`src/rtl/ltt_pkg.sv`:
```
// Shared types and constants for the LRU tag table.
// Used by ltt_ctrl, ltt_dp and lru_tag_table.
package ltt_pkg;

    localparam int OP_W   = 3;
    localparam int KEY_W  = 32;
    localparam int SLOT_W = 5;

    typedef logic [OP_W-1:0]  op_t;
    typedef logic [KEY_W-1:0] key_t;

    localparam op_t OP_REQUEST = 3'd0;
    localparam op_t OP_GET     = 3'd1;
    localparam op_t OP_TOUCH   = 3'd2;
    localparam op_t OP_STORE   = 3'd3;
    localparam op_t OP_CLEAR   = 3'd4;

    typedef struct packed {
        logic start;
        logic scan;
        logic commit;
    } ltt_cmd_t;

    typedef struct packed {
        logic scan_done;
        logic out_free;
    } ltt_stat_t;

endpackage

```
`src/rtl/lru_tag_table.sv`:
```
// LRU tag table top level: fully associative key table with least-recent eviction.
// Depends on ltt_pkg, ltt_ctrl and ltt_dp.
//
// Usage:
//   Input channel s_valid/s_ready carries one word: s_op (request, get, touch,
//   store, clear) and s_key_id. Key zero makes ops other than clear a no-op.
//   Result channel m_valid/m_ready returns exactly one word per input word:
//   found, is_loaded, slot, fetch_needed, evicted, evicted_key.
// Scan:
//   After a word is taken the entries below the fill count are scanned, one
//   memory read per cycle with the compare in the following cycle; clear and
//   no-op words skip the scan. Key match and oldest stamp come out of the same
//   pass; one word is in work at a time.
// Reset:
//   aresetn clears the fill count and use clock; s_ready rises in the cycle after
//   reset is released. Entry memories are not cleared.
// Back-pressure:
//   A waiting result is held on m_*; the next word is still taken and scanned,
//   and its result is written once the previous one has been taken.
module lru_tag_table #(
    parameter int ENTRIES    = 24,
    parameter int STAMP_BITS = 64
) (
    input  logic          aclk,
    input  logic          aresetn,
    input  logic          s_valid,
    output logic          s_ready,
    input  ltt_pkg::op_t  s_op,
    input  ltt_pkg::key_t s_key_id,
    output logic          m_valid,
    input  logic          m_ready,
    output logic          m_found,
    output logic          m_is_loaded,
    output logic [4:0]    m_slot,
    output logic          m_fetch_needed,
    output logic          m_evicted,
    output ltt_pkg::key_t m_evicted_key
);
    import ltt_pkg::*;

    ltt_cmd_t  cmd;
    ltt_stat_t stat;

    ltt_ctrl u_ctrl (
        .aclk    (aclk),
        .aresetn (aresetn),
        .s_valid (s_valid),
        .s_ready (s_ready),
        .cmd     (cmd),
        .stat    (stat)
    );

    ltt_dp #(
        .ENTRIES    (ENTRIES),
        .STAMP_BITS (STAMP_BITS)
    ) u_dp (
        .aclk           (aclk),
        .aresetn        (aresetn),
        .cmd            (cmd),
        .stat           (stat),
        .s_op           (s_op),
        .s_key_id       (s_key_id),
        .m_valid        (m_valid),
        .m_ready        (m_ready),
        .m_found        (m_found),
        .m_is_loaded    (m_is_loaded),
        .m_slot         (m_slot),
        .m_fetch_needed (m_fetch_needed),
        .m_evicted      (m_evicted),
        .m_evicted_key  (m_evicted_key)
    );

endmodule

```
`src/rtl/ltt_ctrl.sv`:
```
// Sequencing state machine for the LRU tag table.
// Depends on ltt_pkg; drives the command struct of ltt_dp.
module ltt_ctrl (
    input  logic               aclk,
    input  logic               aresetn,
    input  logic               s_valid,
    output logic               s_ready,
    output ltt_pkg::ltt_cmd_t  cmd,
    input  ltt_pkg::ltt_stat_t stat
);
    import ltt_pkg::*;

    typedef enum logic [1:0] {
        ST_IDLE,
        ST_SCAN,
        ST_DONE
    } state_t;

    state_t state_reg, state_next;
    logic   s_ready_reg, s_ready_next;

    always_comb begin
        state_next = state_reg;
        cmd        = '0;
        unique case (state_reg)
            ST_IDLE: begin
                if (s_valid && s_ready_reg) begin
                    cmd.start  = 1'b1;
                    state_next = ST_SCAN;
                end
            end
            ST_SCAN: begin
                cmd.scan = 1'b1;
                if (stat.scan_done) begin
                    state_next = ST_DONE;
                end
            end
            ST_DONE: begin
                if (stat.out_free) begin
                    cmd.commit = 1'b1;
                    state_next = ST_IDLE;
                end
            end
            default: state_next = ST_IDLE;
        endcase
        s_ready_next = (state_next == ST_IDLE);
    end

    always_ff @(posedge aclk) begin
        if (!aresetn) begin
            state_reg   <= ST_IDLE;
            s_ready_reg <= 1'b0;
        end else begin
            state_reg   <= state_next;
            s_ready_reg <= s_ready_next;
        end
    end

    assign s_ready = s_ready_reg;

endmodule

```
`src/rtl/ltt_dp.sv`:
```
// Datapath of the LRU tag table: entry memories, scan unit, use clock, result word.
// Depends on ltt_pkg; controlled by ltt_ctrl.
module ltt_dp #(
    parameter int ENTRIES    = 24,
    parameter int STAMP_BITS = 64
) (
    input  logic                aclk,
    input  logic                aresetn,
    input  ltt_pkg::ltt_cmd_t   cmd,
    output ltt_pkg::ltt_stat_t  stat,
    input  ltt_pkg::op_t        s_op,
    input  ltt_pkg::key_t       s_key_id,
    output logic                m_valid,
    input  logic                m_ready,
    output logic                m_found,
    output logic                m_is_loaded,
    output logic [4:0]          m_slot,
    output logic                m_fetch_needed,
    output logic                m_evicted,
    output ltt_pkg::key_t       m_evicted_key
);
    import ltt_pkg::*;

    localparam int IDX_W = $clog2(ENTRIES);
    localparam int CNT_W = $clog2(ENTRIES + 1);
    localparam int EXT_W = (IDX_W > SLOT_W) ? IDX_W : SLOT_W;

    typedef logic [IDX_W-1:0]      idx_t;
    typedef logic [CNT_W-1:0]      cnt_t;
    typedef logic [STAMP_BITS-1:0] stamp_t;

    key_t   key_mem   [ENTRIES];
    logic   ready_mem [ENTRIES];
    stamp_t stamp_mem [ENTRIES];

    op_t    op_reg;
    key_t   key_reg;
    cnt_t   fill_count_reg;
    stamp_t use_clock_reg;

    cnt_t   issue_idx_reg;
    logic   cmp_valid_reg;
    idx_t   cmp_idx_reg;
    key_t   key_rd_reg;
    logic   ready_rd_reg;
    stamp_t stamp_rd_reg;

    logic   hit_reg;
    idx_t   hit_idx_reg;
    logic   hit_ready_reg;
    stamp_t min_stamp_reg;
    idx_t   lru_idx_reg;
    key_t   lru_key_reg;

    logic   m_valid_reg;
    logic   m_found_reg;
    logic   m_is_loaded_reg;
    logic [4:0] m_slot_reg;
    logic   m_fetch_needed_reg;
    logic   m_evicted_reg;
    key_t   m_evicted_key_reg;

    logic   valid_op, req_or_store, alloc_op, has_free, do_refresh, issue_en;
    logic   key_we, ready_we, stamp_we;
    idx_t   rd_addr, alloc_idx, wr_idx;
    stamp_t use_next;
    logic [EXT_W-1:0] slot_ext;

    // decode of the held item
    assign valid_op     = (op_reg <= OP_STORE) && (key_reg != '0);
    assign req_or_store = (op_reg == OP_REQUEST) || (op_reg == OP_STORE);
    assign alloc_op     = valid_op && req_or_store && !hit_reg;
    assign has_free     = fill_count_reg < CNT_W'(ENTRIES);
    assign alloc_idx    = has_free ? fill_count_reg[IDX_W-1:0] : lru_idx_reg;
    assign wr_idx       = hit_reg ? hit_idx_reg : alloc_idx;
    assign do_refresh   = valid_op
                          && (req_or_store || (hit_reg && ((op_reg == OP_TOUCH) || hit_ready_reg)));
    assign use_next     = use_clock_reg + 1'b1;
    assign slot_ext     = EXT_W'(wr_idx);

    assign key_we   = cmd.commit && alloc_op;
    assign ready_we = cmd.commit && valid_op && req_or_store
                      && ((op_reg == OP_STORE) || !hit_reg);
    assign stamp_we = cmd.commit && do_refresh;

    assign issue_en = cmd.scan && valid_op && (issue_idx_reg < fill_count_reg);
    assign rd_addr  = issue_en ? issue_idx_reg[IDX_W-1:0] : '0;

    assign stat.scan_done = !valid_op
                            || ((issue_idx_reg == fill_count_reg) && !cmp_valid_reg);
    assign stat.out_free  = !m_valid_reg || m_ready;

    // entry memories
    always_ff @(posedge aclk) begin
        if (key_we) begin
            key_mem[wr_idx] <= key_reg;
        end
        if (ready_we) begin
            ready_mem[wr_idx] <= (op_reg == OP_STORE);
        end
        if (stamp_we) begin
            stamp_mem[wr_idx] <= use_next;
        end
        key_rd_reg   <= key_mem[rd_addr];
        ready_rd_reg <= ready_mem[rd_addr];
        stamp_rd_reg <= stamp_mem[rd_addr];
    end

    // scan: one read issued per cycle, compared in the next cycle
    always_ff @(posedge aclk) begin
        if (!aresetn) begin
            cmp_valid_reg <= 1'b0;
            hit_reg       <= 1'b0;
        end else if (cmd.start) begin
            op_reg        <= s_op;
            key_reg       <= s_key_id;
            issue_idx_reg <= '0;
            cmp_valid_reg <= 1'b0;
            hit_reg       <= 1'b0;
        end else if (cmd.scan) begin
            cmp_valid_reg <= issue_en;
            if (issue_en) begin
                cmp_idx_reg   <= issue_idx_reg[IDX_W-1:0];
                issue_idx_reg <= issue_idx_reg + 1'b1;
            end
            if (cmp_valid_reg) begin
                if (!hit_reg && (key_rd_reg == key_reg)) begin
                    hit_reg       <= 1'b1;
                    hit_idx_reg   <= cmp_idx_reg;
                    hit_ready_reg <= ready_rd_reg;
                end
                if ((cmp_idx_reg == '0) || (stamp_rd_reg < min_stamp_reg)) begin
                    min_stamp_reg <= stamp_rd_reg;
                    lru_idx_reg   <= cmp_idx_reg;
                    lru_key_reg   <= key_rd_reg;
                end
            end
        end
    end

    // table state and result word
    always_ff @(posedge aclk) begin
        if (!aresetn) begin
            fill_count_reg <= '0;
            use_clock_reg  <= '0;
            m_valid_reg    <= 1'b0;
        end else begin
            if (m_valid_reg && m_ready) begin
                m_valid_reg <= 1'b0;
            end
            if (cmd.commit) begin
                m_valid_reg <= 1'b1;
                if (op_reg == OP_CLEAR) begin
                    fill_count_reg <= '0;
                end else if (alloc_op && has_free) begin
                    fill_count_reg <= fill_count_reg + 1'b1;
                end
                if (do_refresh) begin
                    use_clock_reg <= use_next;
                end
            end
        end
    end

    always_ff @(posedge aclk) begin
        if (cmd.commit) begin
            m_found_reg        <= valid_op && hit_reg;
            m_is_loaded_reg    <= valid_op
                                  && ((op_reg == OP_STORE) || (hit_reg && hit_ready_reg));
            m_slot_reg         <= (valid_op && (req_or_store || hit_reg)) ? slot_ext[4:0] : '0;
            m_fetch_needed_reg <= alloc_op && (op_reg == OP_REQUEST);
            m_evicted_reg      <= alloc_op && !has_free;
            m_evicted_key_reg  <= (alloc_op && !has_free) ? lru_key_reg : '0;
        end
    end

    assign m_valid        = m_valid_reg;
    assign m_found        = m_found_reg;
    assign m_is_loaded    = m_is_loaded_reg;
    assign m_slot         = m_slot_reg;
    assign m_fetch_needed = m_fetch_needed_reg;
    assign m_evicted      = m_evicted_reg;
    assign m_evicted_key  = m_evicted_key_reg;

    a_fill_bound: assert property (@(posedge aclk) disable iff (!aresetn)
        fill_count_reg <= CNT_W'(ENTRIES))
        else $error("fill count beyond table size");

    a_evict_full: assert property (@(posedge aclk) disable iff (!aresetn)
        key_we && !has_free |-> fill_count_reg == CNT_W'(ENTRIES))
        else $error("eviction while table not full");

    a_fetch_miss: assert property (@(posedge aclk) disable iff (!aresetn)
        m_valid_reg && m_fetch_needed_reg |-> !m_found_reg && !m_is_loaded_reg)
        else $error("fetch flagged on a hit or loaded entry");

    a_commit_free: assert property (@(posedge aclk) disable iff (!aresetn)
        cmd.commit |=> m_valid_reg)
        else $error("result word lost after commit");

endmodule
```
`config.mk`:
```
export PLATFORM = sky130hd
export DESIGN_NAME = lru_tag_table
export DESIGN_NICKNAME = d
export VERILOG_FILES = /design/src/rtl/ltt_pkg.sv /design/src/rtl/lru_tag_table.sv /design/src/rtl/ltt_ctrl.sv /design/src/rtl/ltt_dp.sv
export SDC_FILE = /design/constraint.sdc
export NUM_CORES = 2
export LEC_CHECK = 0
export BUFFER_PORTS_ARGS = -buffer_cell sky130_fd_sc_hd__buf_2
export CORE_ASPECT_RATIO = 1.4
export CORE_UTILIZATION = 30
export CTS_BUF_LIST = sky130_fd_sc_hd__clkbuf_16
export DETAILED_ROUTE_END_ITERATION = 10
export PLACE_DENSITY = 0.53
export SYNTH_ARGS = -nofsm -noshare
export SYNTH_HDL_FRONTEND = slang
export SYNTH_HIERARCHICAL = 1
export SYNTH_SLANG_ARGS = --single-unit
```
`constraint.sdc`:
```
create_clock -name aclk -period 9.7 [get_ports aclk]
set_input_delay 0.97 -clock aclk [delete_from_list [all_inputs] [get_ports aclk]]
set_output_delay 0.97 -clock aclk [all_outputs]
set_load 0.02 [all_outputs]
```
==> results by group <==
CTS
  • Post-cts resize count: 0
  • CTS max path bufs: 4
  • Clock-pin slew on the worst setup and hold paths: 0.06 ns
  • CTS sink count: 2693
  • Post-CTS Hold Fix Bufs: 0
  • Num CTS Buffers: 266
  • Root buffer cell: clkbuf_16
  • TritonCTS clock tree: done
  • Setup Buffers After CTS: 0
  • H-Tree Depth: 5
  • Clk_lat worst skew: 0.88 ns

Cells and area
  • Net count, final: 7166
  • Reg with most FFs: u_dp/stamp_mem
  • Storage element area: 0.0791 mm²
  • Multi-input logic area: 0.0247 mm²
  • Syn-to-layout area delta: 14.5%
  • Biggest regs: u_dp/stamp_mem: 1536 flops, u_dp/key_mem: 768 flops
  • Largest register FFs: 1536
  • Filler instances: 33300
  • Share of post-route cells with drive strength above 1: 11.7%

STA
  • Crit path time final: 5.87 ns
  • Slew Viols, Final: 0
  • RSZ-0062 raised after global routing: false
  • Final setup fails: 0
  • Hold_ws: 0.292 ns
  • Setup Skew: 0.0776 ns
  • Count of final hold-check violations: 0
  • Least-Margin Pin Slew: 1.36 ns
  • Setup TNS Final: 0 ns
  • Final Cycle Share: 60.5%
  • Maximum clock rate: 0.170 GHz
  • Slew HR: 8.72%

Flow run
  • Max Cap Viol: 0

Place
  • Buffers on Ports: 81
  • Final HPWL DP: 193000 µm
  • GPL Wtd Cong: 0.833

Yosys
  • Synth area leaders: edfxtp_1 (72%), dfxtp_1 (3.3%), mux2i_1 (2.8%)
  • Post-synth top area share: 72.1%
  • Ys Warns: 6
  • Post-synthesis sequential area ratio: 75.4%
  • Synth cell count leaders: edfxtp_1 (2521), nand2_1 (754), nor2_1 (375)
  • Distinct cells, synth: 84
  • Post-synth top area cell: edfxtp_1
  • Mapped Area: 0.105 mm²
  • Syn_area_per_cell: 15.2 µm²
  • Post-synth ARST share: 0%
  • Cells after Synth: 6922
  • Yosys reg bits: 2693
  • Syn_nets: 7032
  • Main synth FF type: edfxtp_1
  • Most instantiated library cell after synthesis: edfxtp_1
  • Number of synthesized flops with an enable pin: 2521

Pwr
  • P_int: 18.2 mW
  • Power share of the sequential group: 55.1%
  • Switching Fraction: 20.5%
  • Switching pwr: 4.69 mW
  • Clk pwr share: 43.6%
  • Leakage: 39.8 nW
  • Max IR drop VDD: 0.000133 V
  • Power per cell area: 190 mW/mm²
  • Logic pwr share: 1.3%

GRT
  • Vias in the first global route: 61700
  • GRT Total Usage: 18.7%
  • Largest net degree at the start of global routing: 122
  • GRT overflow: 0
  • Initial antenna violation count: 15
  • First-pass GRT wire length: 470000 µm

Detailed routing
  • Drt wl/cell: 28.3 µm
  • Iteration-0 DRC Markers: 6993
  • Vias: 62500
  • DRC viols: 0
  • DRT antenna net count: 0
  • Vias per cell: 5.25
  • Drt first pass iters: 6
  • Final WL: 337000 µm

Floorplan
  • Num ports: 82
  • Starting Density: 30.2%
  • Cell Rows: 256
  • Die area: 0.352 mm²
  • Core Box Area: 0.348 mm²
  • Die Y: 702 µm
  • Die Span X: 502 µm

Critical path
  • Req. time, crit path: 10.40 ns
  • Setup crit start kind: flip-flop
  • Crit-path max FO: 61
  • WP data arrival: 6.57 ns
  • Critical path class: flip-flop to flip-flop
  • Nature of the critical path endpoint: flip-flop

Status
  • Outcome: finished clean

Worst hold path
  • HP Class: primary input to flip-flop
per-stage QoR:
stage	std cells	area, µm²	setup slack, ns	util, %	total power, mW
detailed placement	11400	112000	3.91	32.2	13.1
finish	11900	120000	3.83	34.6	22.9
global placement	11400	112000	3.94	32.2	13.1
CTS	11900	120000	3.85	34.6	23.1
floorplan	6922	105000	2.33	-	13.0
global route	11900	120000	3.63	34.6	23.4
worst max-delay path, cell delays in order, from the launching register on:
cell and delay, ns:
edfxtp_1 0.80, nor4_1 0.92, nand4_1 0.31, or2_2 0.69
nand2_4 0.73, nand2_4 0.71, buf_4 0.58, o221ai_1 0.26
a21oi_1 0.06, or4_1 0.58
cells by family (layout without fill, tap and decap cells):
kind of cell	after synthesis	count (layout)	synth area share [%]
AOI/OAI and AO/OA	1173	1173	7.48
xor gates and xnor gates	135	135	1.13
adders and majority gates	71	71	0.846
buffers and inverters	518	856	2.03
DFF	2693	2693	75.4
muxes	379	379	4.36
other	0	6	0
and+or+nand+nor	1953	1953	8.76
power groups by stage:
stage | registers [mW] | logic, mW | clock network (mW)
final | 12.6 | 0.295 | 9.98
after detailed placement | 12.8 | 0.294 | 0
after CTS | 12.6 | 0.295 | 10.2
after global routing | 12.6 | 0.310 | 10.5
after global placement | 12.8 | 0.293 | 0
after floorplan | 12.8 | 0.158 | 0
per-layer routing:
layer | global-route usage [%] | vias to the layer above | part of all wire (%)
met2 | 32.4 | 2455 | 50
met4 | 8.45 | 4 | 4.9
li1 | - | 26900 | -
met5 | 0 | - | 0.0098
met1 | 23.1 | 32600 | 39
met3 | 2.25 | 613 | 6.4
worst paths after layout:
kind,endpoint,depth (start not counted),from,slack (ns)
worst max-delay path,u_dp/stamp_rd_reg[34],9,u_dp/key_reg[29],3.83
worst min register to register,u_dp/min_stamp_reg[62],0,u_dp/stamp_rd_reg[62],0.43
worst min-delay path,u_dp/key_reg[31],1,s_key_id[31],0.29
worst max register to register,u_dp/stamp_rd_reg[34],9,u_dp/key_reg[29],3.83
area by class of cell:
class | instances | share of cell area [%]
clock buffers | 274 | 5.70
well taps | 4644 | 4.83
diodes | 6 | 0.0125
flip-flops and latches | 2693 | 65.8
repair buffers | 279 | 1.69
multi-input cells | 3711 | 20.5
inverters | 105 | 0.329
clock inverters | 198 | 1.10
layout by cell type, fill, tap and decap left out, types with 63 or more instances in the layout:
cell type / count
edfxtp_1: 2521
nand2_1: 745
nor2_1: 320
mux2i_1: 298
clkbuf_16: 274
a21oi_1: 240
nand3_1: 236
a211oi_1: 195
o22ai_1: 188
buf_4: 187
dfxtp_1: 172
inv_1: 168
o21ai_0: 165
o221ai_1: 104
buf_2: 81
nand2b_1: 76
nor2b_1: 76
and3_1: 75
and2_1: 73
ha_1: 71
a31oi_1: 63
(Power assumes the default switching activity.)
